===== src/sv/pttt_pkg.sv =====
`default_nettype none

package pttt_pkg;

  // Field widths of the transfer payloads.
  localparam int OpW      = 2;
  localparam int TaskIdW  = 8;
  localparam int DelayW   = 16;
  localparam int StatusW  = 3;
  localparam int UsedW    = 5;

  // Dispatch emits at most this many ready ids in one pass.
  localparam int MaxResults = 16;
  localparam int ResIdxW    = $clog2(MaxResults);
  localparam int ResCntW    = $clog2(MaxResults + 1);

  typedef enum logic [OpW-1:0] {
    OpTick     = 2'd0,
    OpSet      = 2'd1,
    OpDelete   = 2'd2,
    OpDispatch = 2'd3
  } op_e;

  typedef enum logic [StatusW-1:0] {
    StatTick    = 3'd0,
    StatUpdated = 3'd1,
    StatAdded   = 3'd2,
    StatIgnored = 3'd3,
    StatDeleted = 3'd4,
    StatReady   = 3'd5,
    StatNone    = 3'd6
  } status_e;

  // One timer entry as it is held in the table memory.
  typedef struct packed {
    logic [TaskIdW-1:0] id;
    logic [DelayW-1:0]  delay;
    logic [DelayW-1:0]  period;
    logic               ready;
  } entry_t;

endpackage

`default_nettype wire


===== src/sv/periodic_task_timer_table.sv =====
// Timer table for a cooperative task scheduler.
// Input channel (in_valid_i/in_ready_o) carries one command per transfer:
// tick, set task, delete task or dispatch ready tasks. Output channel
// (out_valid_o/out_ready_i) returns one result per transfer; last_o marks
// the final result of a command, and entries_used_o is the table occupancy
// after the whole command.
// The table lives in one synchronous memory with a registered read. A
// command walks the active entries through that single read port, one
// entry per cycle unless a tail move is under way, writing back modified
// entries on the write port behind the read. A dispatch pauses the walk
// for every one-shot entry it removes (tail read, then tail move). Ready
// ids of a dispatch are collected in a small buffer and offered after the
// walk, so that every result can report the final occupancy. A new command
// is accepted only once the last result of the previous one has been
// transferred.
// Reset empties the table at once; no clearing pass is needed since only
// entries below the occupancy count are ever read. When the receiver stalls,
// the current result is held and the block simply waits.
`default_nettype none

module periodic_task_timer_table #(
  parameter int TABLE_DEPTH = 16
) (
  input  wire logic                             clk_i,
  input  wire logic                             rst_ni,
  input  wire logic                             in_valid_i,
  output logic                                  in_ready_o,
  input  wire logic [pttt_pkg::OpW-1:0]         opcode_i,
  input  wire logic [pttt_pkg::TaskIdW-1:0]     task_id_i,
  input  wire logic [pttt_pkg::DelayW-1:0]      start_delay_i,
  input  wire logic [pttt_pkg::DelayW-1:0]      repeat_period_i,
  output logic                                  out_valid_o,
  input  wire logic                             out_ready_i,
  output logic [pttt_pkg::StatusW-1:0]          status_o,
  output logic [pttt_pkg::TaskIdW-1:0]          ready_id_o,
  output logic                                  last_o,
  output logic [pttt_pkg::UsedW-1:0]            entries_used_o
);

  import pttt_pkg::*;

  localparam int IdxW = (TABLE_DEPTH > 1) ? $clog2(TABLE_DEPTH) : 1;
  localparam int CntW = $clog2(TABLE_DEPTH + 1);
  localparam logic [CntW-1:0] DepthCnt = CntW'(TABLE_DEPTH);

  typedef enum logic [2:0] {
    FsmIdle,
    FsmScan,
    FsmTailRd,
    FsmTailWr,
    FsmFin,
    FsmEmit
  } state_e;

  // Sequencer registers.
  state_e              state_q, state_d;
  op_e                 op_q, op_d;
  logic [TaskIdW-1:0]  tid_q, tid_d;
  logic [DelayW-1:0]   dly_q, dly_d;
  logic [DelayW-1:0]   per_q, per_d;
  logic [CntW-1:0]     cnt_q, cnt_d;
  logic [CntW-1:0]     rd_idx_q, rd_idx_d;
  logic                ev_vld_q, ev_vld_d;
  logic [IdxW-1:0]     ev_idx_q, ev_idx_d;
  logic [IdxW-1:0]     slot_q, slot_d;
  logic [ResCntW-1:0]  nres_q, nres_d;
  logic                found_q, found_d;
  logic                stop_q, stop_d;
  logic [ResIdxW-1:0]  emit_idx_q, emit_idx_d;
  logic                out_valid_q, out_valid_d;
  status_e             out_status_q, out_status_d;
  logic [TaskIdW-1:0]  out_id_q, out_id_d;
  logic                out_last_q, out_last_d;

  // Table memory ports.
  logic                mem_re;
  logic [IdxW-1:0]     mem_raddr;
  logic                mem_we;
  logic [IdxW-1:0]     mem_waddr;
  entry_t              mem_wdata;
  entry_t              rdata_q;
  entry_t              mem_q [TABLE_DEPTH];

  // Dispatch result buffer.
  logic                res_we;
  logic [TaskIdW-1:0]  res_buf_q [MaxResults];

  logic [CntW-1:0]     cnt_m1;
  logic [IdxW-1:0]     tail_idx;
  logic                res_full;
  logic                halt;

  assign cnt_m1   = cnt_q - 1'b1;
  assign tail_idx = cnt_m1[IdxW-1:0];
  // True when the result about to be recorded is the last one a pass allows.
  assign res_full = (nres_q == ResCntW'(MaxResults - 1));

  always_ff @(posedge clk_i) begin
    if (mem_we) begin
      mem_q[mem_waddr] <= mem_wdata;
    end
  end

  always_ff @(posedge clk_i) begin
    if (mem_re) begin
      rdata_q <= mem_q[mem_raddr];
    end
  end

  always_ff @(posedge clk_i) begin
    if (res_we) begin
      res_buf_q[nres_q[ResIdxW-1:0]] <= rdata_q.id;
    end
  end

  always_comb begin
    state_d      = state_q;
    op_d         = op_q;
    tid_d        = tid_q;
    dly_d        = dly_q;
    per_d        = per_q;
    cnt_d        = cnt_q;
    rd_idx_d     = rd_idx_q;
    ev_vld_d     = 1'b0;
    ev_idx_d     = ev_idx_q;
    slot_d       = slot_q;
    nres_d       = nres_q;
    found_d      = found_q;
    stop_d       = stop_q;
    emit_idx_d   = emit_idx_q;
    out_valid_d  = out_valid_q;
    out_status_d = out_status_q;
    out_id_d     = out_id_q;
    out_last_d   = out_last_q;
    mem_re       = 1'b0;
    mem_raddr    = rd_idx_q[IdxW-1:0];
    mem_we       = 1'b0;
    mem_waddr    = ev_idx_q;
    mem_wdata    = rdata_q;
    res_we       = 1'b0;
    halt         = 1'b0;

    case (state_q)
      FsmIdle: begin
        if (in_valid_i) begin
          op_d     = op_e'(opcode_i);
          tid_d    = task_id_i;
          dly_d    = start_delay_i;
          per_d    = repeat_period_i;
          rd_idx_d = '0;
          nres_d   = '0;
          found_d  = 1'b0;
          stop_d   = 1'b0;
          state_d  = FsmScan;
        end
      end

      FsmScan: begin
        // Evaluate the entry read in the previous cycle.
        if (ev_vld_q) begin
          case (op_q)
            OpTick: begin
              mem_we = 1'b1;
              if (rdata_q.delay == '0) begin
                mem_wdata.ready = 1'b1;
                mem_wdata.delay = rdata_q.period;
              end else begin
                mem_wdata.delay = rdata_q.delay - 1'b1;
              end
            end
            OpSet: begin
              if (rdata_q.id == tid_q) begin
                mem_we    = 1'b1;
                mem_wdata = '{id: tid_q, delay: dly_q, period: per_q, ready: 1'b0};
                found_d   = 1'b1;
                halt      = 1'b1;
                state_d   = FsmFin;
              end
            end
            OpDelete: begin
              if (rdata_q.id == tid_q) begin
                slot_d  = ev_idx_q;
                halt    = 1'b1;
                state_d = FsmTailRd;
              end
            end
            OpDispatch: begin
              if (rdata_q.ready) begin
                res_we = 1'b1;
                nres_d = nres_q + 1'b1;
                if (rdata_q.period == '0) begin
                  // One-shot entry: pull the tail entry into its slot.
                  slot_d  = ev_idx_q;
                  stop_d  = res_full;
                  halt    = 1'b1;
                  state_d = FsmTailRd;
                end else begin
                  mem_we          = 1'b1;
                  mem_wdata.ready = 1'b0;
                  if (res_full) begin
                    halt    = 1'b1;
                    state_d = FsmFin;
                  end
                end
              end
            end
            default: ;
          endcase
        end
        // Issue the next read unless the walk has ended.
        if (!halt) begin
          if (rd_idx_q < cnt_q) begin
            mem_re   = 1'b1;
            ev_vld_d = 1'b1;
            ev_idx_d = rd_idx_q[IdxW-1:0];
            rd_idx_d = rd_idx_q + 1'b1;
          end else if (!ev_vld_q) begin
            state_d = FsmFin;
          end
        end
      end

      FsmTailRd: begin
        mem_re    = 1'b1;
        mem_raddr = tail_idx;
        state_d   = FsmTailWr;
      end

      FsmTailWr: begin
        if (slot_q != tail_idx) begin
          mem_we    = 1'b1;
          mem_waddr = slot_q;
          mem_wdata = rdata_q;
        end
        cnt_d = cnt_m1;
        // The moved entry is skipped: the walk resumes one slot further on.
        if (op_q == OpDispatch && !stop_q) begin
          rd_idx_d = CntW'(slot_q) + CntW'(1);
          state_d  = FsmScan;
        end else begin
          state_d = FsmFin;
        end
      end

      FsmFin: begin
        state_d     = FsmEmit;
        out_valid_d = 1'b1;
        out_id_d    = '0;
        out_last_d  = 1'b1;
        emit_idx_d  = ResIdxW'(1);
        case (op_q)
          OpTick: begin
            out_status_d = StatTick;
          end
          OpSet: begin
            if (tid_q == '0) begin
              out_status_d = StatIgnored;
            end else if (found_q) begin
              out_status_d = StatUpdated;
            end else if (cnt_q < DepthCnt) begin
              mem_we       = 1'b1;
              mem_waddr    = cnt_q[IdxW-1:0];
              mem_wdata    = '{id: tid_q, delay: dly_q, period: per_q, ready: 1'b0};
              cnt_d        = cnt_q + 1'b1;
              out_status_d = StatAdded;
            end else begin
              out_status_d = StatIgnored;
            end
          end
          OpDelete: begin
            out_status_d = StatDeleted;
          end
          OpDispatch: begin
            if (nres_q == '0) begin
              out_status_d = StatNone;
            end else begin
              out_status_d = StatReady;
              out_id_d     = res_buf_q[0];
              out_last_d   = (nres_q == ResCntW'(1));
            end
          end
          default: ;
        endcase
      end

      FsmEmit: begin
        if (out_ready_i) begin
          if (out_last_q) begin
            out_valid_d = 1'b0;
            state_d     = FsmIdle;
          end else begin
            out_id_d   = res_buf_q[emit_idx_q];
            out_last_d = ((ResCntW'(emit_idx_q) + ResCntW'(1)) == nres_q);
            emit_idx_d = emit_idx_q + 1'b1;
          end
        end
      end

      default: begin
        state_d = FsmIdle;
      end
    endcase
  end

  always_ff @(posedge clk_i or negedge rst_ni) begin
    if (!rst_ni) begin
      state_q      <= FsmIdle;
      op_q         <= OpTick;
      tid_q        <= '0;
      dly_q        <= '0;
      per_q        <= '0;
      cnt_q        <= '0;
      rd_idx_q     <= '0;
      ev_vld_q     <= 1'b0;
      ev_idx_q     <= '0;
      slot_q       <= '0;
      nres_q       <= '0;
      found_q      <= 1'b0;
      stop_q       <= 1'b0;
      emit_idx_q   <= '0;
      out_valid_q  <= 1'b0;
      out_status_q <= StatTick;
      out_id_q     <= '0;
      out_last_q   <= 1'b0;
    end else begin
      state_q      <= state_d;
      op_q         <= op_d;
      tid_q        <= tid_d;
      dly_q        <= dly_d;
      per_q        <= per_d;
      cnt_q        <= cnt_d;
      rd_idx_q     <= rd_idx_d;
      ev_vld_q     <= ev_vld_d;
      ev_idx_q     <= ev_idx_d;
      slot_q       <= slot_d;
      nres_q       <= nres_d;
      found_q      <= found_d;
      stop_q       <= stop_d;
      emit_idx_q   <= emit_idx_d;
      out_valid_q  <= out_valid_d;
      out_status_q <= out_status_d;
      out_id_q     <= out_id_d;
      out_last_q   <= out_last_d;
    end
  end

  assign in_ready_o     = (state_q == FsmIdle);
  assign out_valid_o    = out_valid_q;
  assign status_o       = out_status_q;
  assign ready_id_o     = out_id_q;
  assign last_o         = out_last_q;
  assign entries_used_o = UsedW'(cnt_q);

  // The walk never reads an entry in the cycle it is rewritten.
  a_no_rw_same_entry: assert property (@(posedge clk_i) disable iff (!rst_ni)
    (mem_re && mem_we) |-> (mem_raddr != mem_waddr))
    else $error("table read and write hit the same entry");

  a_cnt_in_range: assert property (@(posedge clk_i) disable iff (!rst_ni)
    cnt_q <= DepthCnt)
    else $error("entry count beyond table depth");

  a_nres_in_range: assert property (@(posedge clk_i) disable iff (!rst_ni)
    nres_q <= ResCntW'(MaxResults))
    else $error("dispatch result count beyond limit");

  a_accept_starts_walk: assert property (@(posedge clk_i) disable iff (!rst_ni)
    (in_valid_i && in_ready_o) |=> (!out_valid_o && state_q == FsmScan))
    else $error("accepted command did not start a table walk");

  a_count_stable_in_emit: assert property (@(posedge clk_i) disable iff (!rst_ni)
    (state_q == FsmEmit) |=> $stable(cnt_q))
    else $error("occupancy changed while results were offered");

endmodule

`default_nettype wire

===== config.mk =====
export PLATFORM = sky130hd
export DESIGN_NAME = periodic_task_timer_table
export DESIGN_NICKNAME = d
export VERILOG_FILES = /design/src/sv/pttt_pkg.sv /design/src/sv/periodic_task_timer_table.sv
export SDC_FILE = /design/constraint.sdc
export NUM_CORES = 1
export LEC_CHECK = 0
export BUFFER_PORTS_ARGS = -buffer_cell sky130_fd_sc_hd__buf_2
export CAP_MARGIN = 0
export CORE_MARGIN = 5
export CORE_UTILIZATION = 55
export DETAILED_ROUTE_END_ITERATION = 8
export PLACE_DENSITY = 0.82
export SYNTH_ARGS = -nofsm -noshare
export SYNTH_HDL_FRONTEND = slang
export SYNTH_SLANG_ARGS = --single-unit

===== constraint.sdc =====
create_clock -name clk_i -period 6.7 [get_ports clk_i]
set_input_delay 1.34 -clock clk_i [delete_from_list [all_inputs] [get_ports clk_i]]
set_output_delay 1.34 -clock clk_i [all_outputs]
set_load 0.1 [all_outputs]

Word-level counts from Yosys, hierarchy flattened
Memory sizes are Yosys's and may differ from the RTL's. A register that Yosys moved wholly into a read port is not among the register bits.
Index checks and enable logic that the tools add are counted.
{"block": "word_totals", "reg_bits": 88, "ramBits": 784, "wordCells": 205, "memories": 2}
{"block": "op_classes", "addsub": 8, "magnitude_cmp": 2, "n_eq_ne": 33, "n_mux": 115, "n_bitwise": 1, "n_reduce_logical": 26}
{"memory": "mem_q", "words": 16, "width": 41, "rd": 1, "rd_ports_with_merged_regs": 1, "wr": 1, "line": "periodic_task_timer_table.sv:82", "text": "entry_t mem_q [TABLE_DEPTH];"}
{"memory": "res_buf_q", "words": 16, "width": 8, "rd": 2, "rd_ports_with_merged_regs": 0, "wr": 1, "line": "periodic_task_timer_table.sv:86", "text": "logic [TaskIdW-1:0] res_buf_q [MaxResults];"}
{"operator": "two-way mux 41 bit", "n": 6}
{"operator": "case mux 41 bit (2 select lines)", "n": 1}
{"operator": "two-way mux 5 bit", "n": 11}
{"operator": "two-way mux 4 bit", "n": 11}
{"operator": "two-way mux 1 bit", "n": 43}
{"operator": "two-way mux 8 bit", "n": 5}
{"operator": "two-way mux 3 bit", "n": 13}
{"operator": "!= test 2 bit (second input constant)", "n": 19}
{"operator": "logical NOT 16 bit", "n": 2}
{"operator": "two-way mux 16 bit", "n": 2}
{"operator": "case mux 16 bit (2 select lines)", "n": 1}
{"operator": "case mux 4 bit (2 select lines)", "n": 3}
{"operator": "case mux 5 bit (2 select lines)", "n": 2}
{"operator": "AND reduction 5 bit", "n": 4}
{"operator": "case mux 3 bit (6 select lines)", "n": 1}
{"operator": "case mux 8 bit (2 select lines)", "n": 1}
{"operator": "subtractor 16 x 1 -> 16 bit (second input constant)", "n": 1}
{"operator": "adder 5 x 1 -> 5 bit (second input constant)", "n": 3}
{"operator": "case mux 5 bit (3 select lines)", "n": 1}
{"operator": "case mux 1 bit (2 select lines)", "n": 6}
{"operator": "case mux 3 bit (4 select lines)", "n": 1}
{"operator": "AND reduction 3 bit", "n": 4}
{"operator": "AND reduction 6 bit", "n": 2}
{"operator": "adder 4 x 1 -> 5 bit (second input constant)", "n": 2}
{"operator": "29 further kinds", "n": 40}

Depth between registers and ports, before layout
Gate-level depths: netlist of run 1.
{"block": "logic_depth", "depth_word": 10, "ltp_mapped": 10}

Least setup slack after synthesis of run 1
OpenSTA, ideal clock, no wires.
{"block": "synth_timing", "path_type": "register -> register", "from": "register cnt_q[0] (netlist: entries_used_o[0])", "to": "memory mem_q[11][0] (netlist bit), enable pin", "setup_ns": 0.490, "arrival_time_ns": 5.691, "path_slack_ns": 0.519, "path_stages_with_launch": 11, "synth_period_minus_slack_ns": 6.181, "cell_sequence": "dfrtp_1 -> buf_2 -> inv_1 -> ha_1 -> xnor2_1 -> nor2_1 -> nand3_1 -> a32o_1 -> or3b_1 -> buf_2 -> nor3_1"}
{"block": "synth_between", "elab_chain_len": 8}
{"item": "from (decl)", "line": "periodic_task_timer_table.sv:61", "text": "logic [CntW-1:0] cnt_q, cnt_d;"}
{"item": "from (signal assigned)", "line": "periodic_task_timer_table.sv:331", "text": "cnt_q <= cnt_d;"}
{"item": "< comparator 5 bit", "line": "periodic_task_timer_table.sv:260", "text": "end else if (cnt_q < DepthCnt) begin"}
{"item": "two-way mux 1 bit", "line": "periodic_task_timer_table.sv:260"}
{"item": "two-way mux 1 bit", "line": "periodic_task_timer_table.sv:258", "text": "end else if (found_q) begin"}
{"item": "two-way mux 1 bit", "line": "periodic_task_timer_table.sv:256", "text": "if (tid_q == '0) begin"}
{"item": "two-way mux 1 bit", "line": "periodic_task_timer_table.sv:251", "text": "case (op_q)"}
{"item": "case mux 1 bit (3 select lines)", "line": "periodic_task_timer_table.sv:143", "text": "case (state_q)"}
{"item": "two-way mux 1 bit", "line": "periodic_task_timer_table.sv:99", "text": "if (mem_we) begin"}
{"item": "two-way mux 1 bit (not written as such)", "line": "periodic_task_timer_table.sv:100", "text": "mem_q[mem_waddr] <= mem_wdata;"}
{"item": "to (decl)", "line": "periodic_task_timer_table.sv:82"}
Parallel ways exist; a longest one is shown, timed or not.

Worst setup path in the final report of run 1
{"block": "layout_timing", "from": "register state_q[2]", "to": "memory mem_q[9][8] (netlist bit), enable pin"}
{"block": "layout_between", "elab_chain_len": 4}
{"item": "from (decl)", "line": "periodic_task_timer_table.sv:56", "text": "state_e state_q, state_d;"}
{"item": "from (signal assigned)", "line": "periodic_task_timer_table.sv:307", "text": "state_q <= FsmIdle;"}
{"item": "from (signal assigned)", "line": "periodic_task_timer_table.sv:326", "text": "state_q <= state_d;"}
{"item": "== test 3 bit (tied with other cells)", "line": "periodic_task_timer_table.sv:143"}
{"item": "case mux 1 bit (3 select lines)", "line": "periodic_task_timer_table.sv:143"}
{"item": "two-way mux 1 bit", "line": "periodic_task_timer_table.sv:99"}
{"item": "two-way mux 1 bit (not written as such)", "line": "periodic_task_timer_table.sv:100"}
Parallel ways exist; a longest one is shown, timed or not.

==> impl_metrics.toml, run 1 <==
[outcome]
run_status = "completed"

[pwr]
power.leakage_nw = 15.0
switching_share_pct = 19.1
p_switching_mw = 2.19
total_power_mw = 11.5
combPwrFrac_pct = 1.5
pwr-share-clk_pct = 44.7
p_int_mw = 9.28
pwr-share-seq_pct = 53.8
vdd_drop_max_mv = 0.251
cellPowerDensity_nw_per_um2 = 268

[worst_hold_path]
hold_class = "reg -> reg"

[global_routing]
track_usage_pct = 22.1
overflow = 0
grt_pass1_vias = 21200
grt_pass1_wl_um = 128000
grt_max_degree = 99
antenna_found_initial = 1

[clock_tree]
cts_hold_buf = 0
post-cts-setup-buffers = 0
htreeDepth = 3
cts-buffers-inserted = 87
cts_resized = 0
clock_path_buffers = 3
path_clk_slew_ps = 60
cts_sinks = 913
cts_tree = "yes"
clock_latency_ps = 630
cts_root_buffer = "clkbuf_16"

[sta]
post-route-min-period_ps = 4590
fin_crit_sh_pct = 68.5
rsz0062_at_grt = "no"
hold_slack_ps = 507
worst_pin_slew_ps = 1340
setup_viol = 0
fin_skew_ps = 27.1
slew_violations = 0
final.setup.tns_ps = 0
fmax_mhz = 218
hold_viol = 0
slew_headroom_pct = 10.5

[worst_setup_path]
end_kind = "register"
cp_max_fo = 41
path_class = "reg -> reg"
cp.arrival_ps = 4840
cp_slowest_cell = "nor2b_1"
cpMostUsedCell = "nand2b_1"
max_stage_delay_ps = 840
startpoint_type = "register"
cp.required_ps = 6950
path_cells = "nor2b_1 > nand2b_1 > and4_1 > a211oi_1 > nand2b_1 > nor3_2 > buf_4"

[synth]
yosys_register_bits = 913
syn_nets = 2299
ys_async_sr_fraction_pct = 9.64
yosys_warnings = 0
synth_mux_area_share_pct = 20.4
synthAdderAreaFrac_pct = 0.579
syn-mean-instance-area_sq_um = 17.4
synth-seq-area-share_pct = 69.4
synth_cell_types = 70
synthSimpleGateAreaFrac_pct = 2.93
ys.flop_type = "edfxtp_1"
syn_area_sq_um = 38900
synth_top_family_by_area = "multiplexers"
synth-edff-count = 825
syn_inst = 2235
synthXorXnorAreaFrac_pct = 0.789
synth-compound-area-share_pct = 2.83

[final_layout]
diodes = 0
drive_above_1_share_pct = 16.3
nets = 2385
fill_cells = 4838
syn2layout_area_growth_pct = 10.2

[floorplan]
num_rows = 97
dieArea_sq_um = 76100
core_area_sq_um = 70000
die_w_um = 276
die_h_um = 276
start_util_pct = 55.5
io_pins = 65

[placement]
portBuffers = 64
gp_congestion = 0.904
hpwl_um = 49100

[route]
wl_um = 84700
routedWlPerCell_um = 25.4
drc = 0
drt_iter0_markers = 2174
vias_per_cell = 6.23
final_antenna_net_count = 0
drt_first_pass_iters = 8
vias = 20700

[run]
maxCapViolCount = 0
critical path: cells and delay by family (launching register included):
| family | cells | cell delay, ps |
|---|---|---|
| simple gates | 5 | 2310 |
| buf+inv | 1 | 650 |
| compound gates | 1 | 620 |
| flops | 1 | 580 |
final timing paths:
path,cells after the start,slack [ps],to,from
max,7,2110,mem_q[9][8]$_DFFE_PP_,state_q[2]$_DFFE_PN0P_
min,1,510,per_q[11]$_DFFE_PN0P_,per_q[11]$_DFFE_PN0P_
max reg2reg,7,2110,mem_q[9][8]$_DFFE_PP_,state_q[2]$_DFFE_PN0P_
min reg2reg,1,510,per_q[11]$_DFFE_PN0P_,per_q[11]$_DFFE_PN0P_
max in group asynchronous,2,4780,dly_q[13]$_DFFE_PN0P_,rst_ni
min in group asynchronous,1,740,ready_id_o[2]$_DFFE_PN0P_,rst_ni
flip-flops by register name, summed over array words and instances, names as in the netlist:
signal	flops
ev_idx_q	4
op_q	2
mem_q	656
res_buf_q	128
dly_q	16
status_o	3
state_q	3
out_valid_o	1
rdata_q	41
stop_q	1
entries_used_o	5
last_o	1
nres_q	5
tid_q	8
per_q	16
found_q	1
ev_vld_q	1
emit_idx_q	4
rd_idx_q	5
slot_q	4
ready_id_o	8
metal layers:
| metal | GRT usage [%] | share of wire (%) | up-vias |
|---|---|---|---|
| li1 | - | - | 8950 |
| met1 | 29.4 | 38 | 10500 |
| met2 | 36.7 | 49 | 1042 |
| met3 | 4.74 | 9.0 | 228 |
| met4 | 7.71 | 3.8 | 0 |
| met5 | 0 | 0 | - |
power groups by stage:
stage                     logic (mW)  clock network, mW  registers [mW]
final                          0.177               5.12            6.17
after global routing           0.191               5.42            6.17
after CTS                      0.180               5.18            6.17
after detailed placement       0.179                  0            6.29
after global placement         0.175                  0            6.29
after floorplan                0.149                  0            6.25
cell usage in the layout (no fill, tap or decap), types with 16 or more instances in the layout:
cell type  netlist  final
nand2_1         55     55
inv_1           30     30
o21ai_0         35     31
buf_2           36     63
xor2_1          16     16
nor3_2           2     19
nand3_1         30     30
xnor2_1         19     19
bufinv_16        0     17
mux4_2          40     40
dfrtp_1         88     87
buf_4            5     46
clkbuf_16        0     88
clkinv_1         0     17
nor2_1          53     53
mux2i_1        621    621
mux2_2          71     71
ha_1            18     18
edfxtp_1       825    825
a21oi_1         27     24
through the flow:
step,cells,setup WS (ps),utilization [%],instance area (sq um)
2_1_floorplan,2235,519,-,38900
3_3_place_gp,3172,2710,56.9,39900
3_5_place_dp,3172,2410,56.9,39900
4_1_cts,3328,2330,61.2,42800
5_1_grt,3328,1860,61.2,42800
6_report,3328,2110,61.2,42800
synthesized netlist by cell type, drive strengths merged (4+ instances only):
cell type | count | area (sq um)
nor3b | 4 | 35.0
nand2 | 55 | 206
nor4 | 8 | 50.1
nor2b | 4 | 25.0
mux2 | 71 | 800
inv | 30 | 113
nand2b | 10 | 62.6
nand3b | 4 | 30.0
dfrtp | 88 | 2200
nor2 | 53 | 199
a31oi | 12 | 75.1
xnor2 | 19 | 166
a22o | 5 | 43.8
nor3 | 34 | 180
edfxtp | 825 | 24800
o2111ai | 4 | 35.0
a22oi | 12 | 90.1
a221o | 8 | 80.1
xor2 | 16 | 140
buf | 85 | 953
mux4 | 40 | 901
a21oi | 27 | 135
o21ai | 37 | 185
mux2i | 622 | 6240
a211oi | 9 | 67.6
nand3 | 30 | 150
ha | 18 | 225
a21o | 4 | 30.0
clkbuf | 31 | 116
o31ai | 8 | 60.1
or2 | 5 | 31.3
logic make-up (layout without fill, tap and decap cells):
kind of cell | count (synthesis) | in the layout
compound gates | 161 | 161
xor+xnor | 35 | 35
fa+ha+maj | 18 | 18
buf+inv | 146 | 299
flops | 913 | 913
mux | 733 | 733
simple gates | 229 | 229
layout make-up:
class	count	area [sq um]	area share, %
tap	940	1180	2.75
multi-input combinational	1176	10900	25.3
clock buffer	99	2240	5.24
sequential	913	27000	63.0
timing repair buffer	113	741	1.73
inverter	30	113	0.263
clock inverter	57	739	1.73
Note: power is estimated with default switching activity, not from simulation.
==> inputs of run 2 (changes only) <==
--- a/config.mk
+++ b/config.mk
@@ -10,7 +10,7 @@
 export CORE_MARGIN = 5
 export CORE_UTILIZATION = 55
 export DETAILED_ROUTE_END_ITERATION = 8
-export PLACE_DENSITY = 0.82
+export PLACE_DENSITY = 0.85
 export SYNTH_ARGS = -nofsm -noshare
 export SYNTH_HDL_FRONTEND = slang
 export SYNTH_SLANG_ARGS = --single-unit
==> constraint.sdc (replaced) <==
create_clock -name clk_i -period 3.7 [get_ports clk_i]
set_input_delay 0.74 -clock clk_i [delete_from_list [all_inputs] [get_ports clk_i]]
set_output_delay 0.74 -clock clk_i [all_outputs]
set_load 0.1 [all_outputs]
==> impl_metrics.toml, run 2 (same netlist as run 1, synthesis figures left out) <==
[clock_tree]
cts_tree = "yes"
cts-buffers-inserted = 88
htreeDepth = 3
cts_root_buffer = "clkbuf_16"
clock_path_buffers = 3
path_clk_slew_ps = 70
cts_hold_buf = 0
cts_sinks = 913
clock_latency_ps = 650

[global_routing]
grt_pass1_wl_um = 139000
antenna_found_initial = 3
grt_pass1_vias = 22400
overflow = 0
grt_max_degree = 78
track_usage_pct = 24.3

[worst_setup_path]
end_kind = "register"
cp.arrival_ps = 3870
cp.required_ps = 3980
path_class = "reg -> reg"
startpoint_type = "register"
cp_max_fo = 16

[route]
drt_iter0_markers = 2555
drc = 0
wl_um = 92500
final_antenna_net_count = 0
routedWlPerCell_um = 26.5
vias = 21800
vias_per_cell = 6.25
drt_first_pass_iters = 6

[floorplan]
core_area_sq_um = 70000
die_w_um = 276
num_rows = 97
die_h_um = 276
start_util_pct = 55.5
io_pins = 65
dieArea_sq_um = 76100

[placement]
hpwl_um = 55900
portBuffers = 64
dp.cells = 3275
dp_slack_ps = -117
gp_congestion = 0.916

[pwr]
cellPowerDensity_nw_per_um2 = 469
power.leakage_nw = 16.0
vdd_drop_max_mv = 0.414

[final_layout]
layout_commonest_cell = "edfxtp_1"
largest_register_ffs = 656
fin_util_pct = 63.8
syn2layout_area_growth_pct = 14.9
final_cell_mix = "825 x edfxtp_1, 621 x mux2i_1, 157 x buf_4"
nets = 2536
drive_above_1_share_pct = 22.2
fill_cells = 4562
final-instance-count-excl-fill = 3488
largest_register = "mem_q"

[outcome]
run_status = "completed"

[sta]
fmax_mhz = 278
fin_crit_sh_pct = 97.2
setup_viol = 0
post-route-min-period_ps = 3600
hold_viol = 0
finalWorstSetupSlack_ps = 104
slew_headroom_pct = 22.5
fin_skew_ps = 36.8
worst_pin_slew_ps = 1160
slew_violations = 0
rsz0062_at_grt = "no"

[worst_hold_path]
hold_class = "in -> async"

[run]
maxCapViolCount = 0
run 2: path summary, 6_finish.rpt:
| kind | slack (ps) | endpoint | cells past startpoint | startpoint |
|---|---|---|---|---|
| setup reg to reg | 100 | mem_q[6][21]$_DFFE_PP_ | 8 | tid_q[0]$_DFFE_PN0P_ |
| min in group clk_i | 340 | per_q[8]$_DFFE_PN0P_ | 2 | repeat_period_i[8] |
| hold reg to reg | 490 | out_valid_o$_DFFE_PN0P_ | 2 | out_valid_o$_DFFE_PN0P_ |
| setup / recovery | 100 | mem_q[6][21]$_DFFE_PP_ | 8 | tid_q[0]$_DFFE_PN0P_ |
| max in group asynchronous | 2490 | entries_used_o[0]$_DFFE_PN0P_ | 1 | rst_ni |
| hold / removal | 300 | ready_id_o[5]$_DFFE_PN0P_ | 1 | rst_ni |
run 2: timing repair:
item,4_1_cts,5_1_grt
endpoints found under the hold margin,0,0
setup buffers,38,9
resized for setup,0,1
setup endpoints to repair,307,43
pin swaps,12,1
run 2: metal layers:
layer  vias up  routed length, um  global-route usage (%)
li1       9268                  -                       -
met1     11100              35400                    32.7
met2      1203              45600                    40.1
met3       237               8390                    5.02
met4         0               3130                    7.92
met5         -                  0                       0
run 2: power by group:
part	internal [mW]	total (mW)	switching, mW
clock	5.51	9.46	3.95
combinational	0.158	0.325	0.168
sequential	11.1	11.2	0.0661
total	16.8	20.9	4.19
run 2: per-stage QoR:
stage	hold WS, ps	TNS (ps)	power (mW)	instance area (sq um)
5_1_grt	311	0	21.5	44700
3_3_place_gp	456	-733	11.7	41100
6_report	298	0	20.9	44700
2_1_floorplan	444	-2830	11.6	39100
4_1_cts	299	0	21.0	44600
3_5_place_dp	475	-11290	11.7	41100
run 2: area by class of cell:
cell class	instances	area (sq um)	area share, %
clock buffers	109	2370	5.31
multi-input cells	1176	11000	24.6
clock inverters	56	683	1.53
inverters	30	113	0.252
repair buffers	263	2350	5.27
diodes	1	2.50	0.00560
well taps	940	1180	2.63
flip-flops and latches	913	27000	60.4
run 2: worst max-delay path, stage by stage (launching register included):
cell,delay [ps]
dfrtp_1,380
buf_4,150
xor2_1,150
nor4_1,480
buf_4,220
nand2_1,230
nor3_1,490
a22oi_1,180
o221ai_1,930
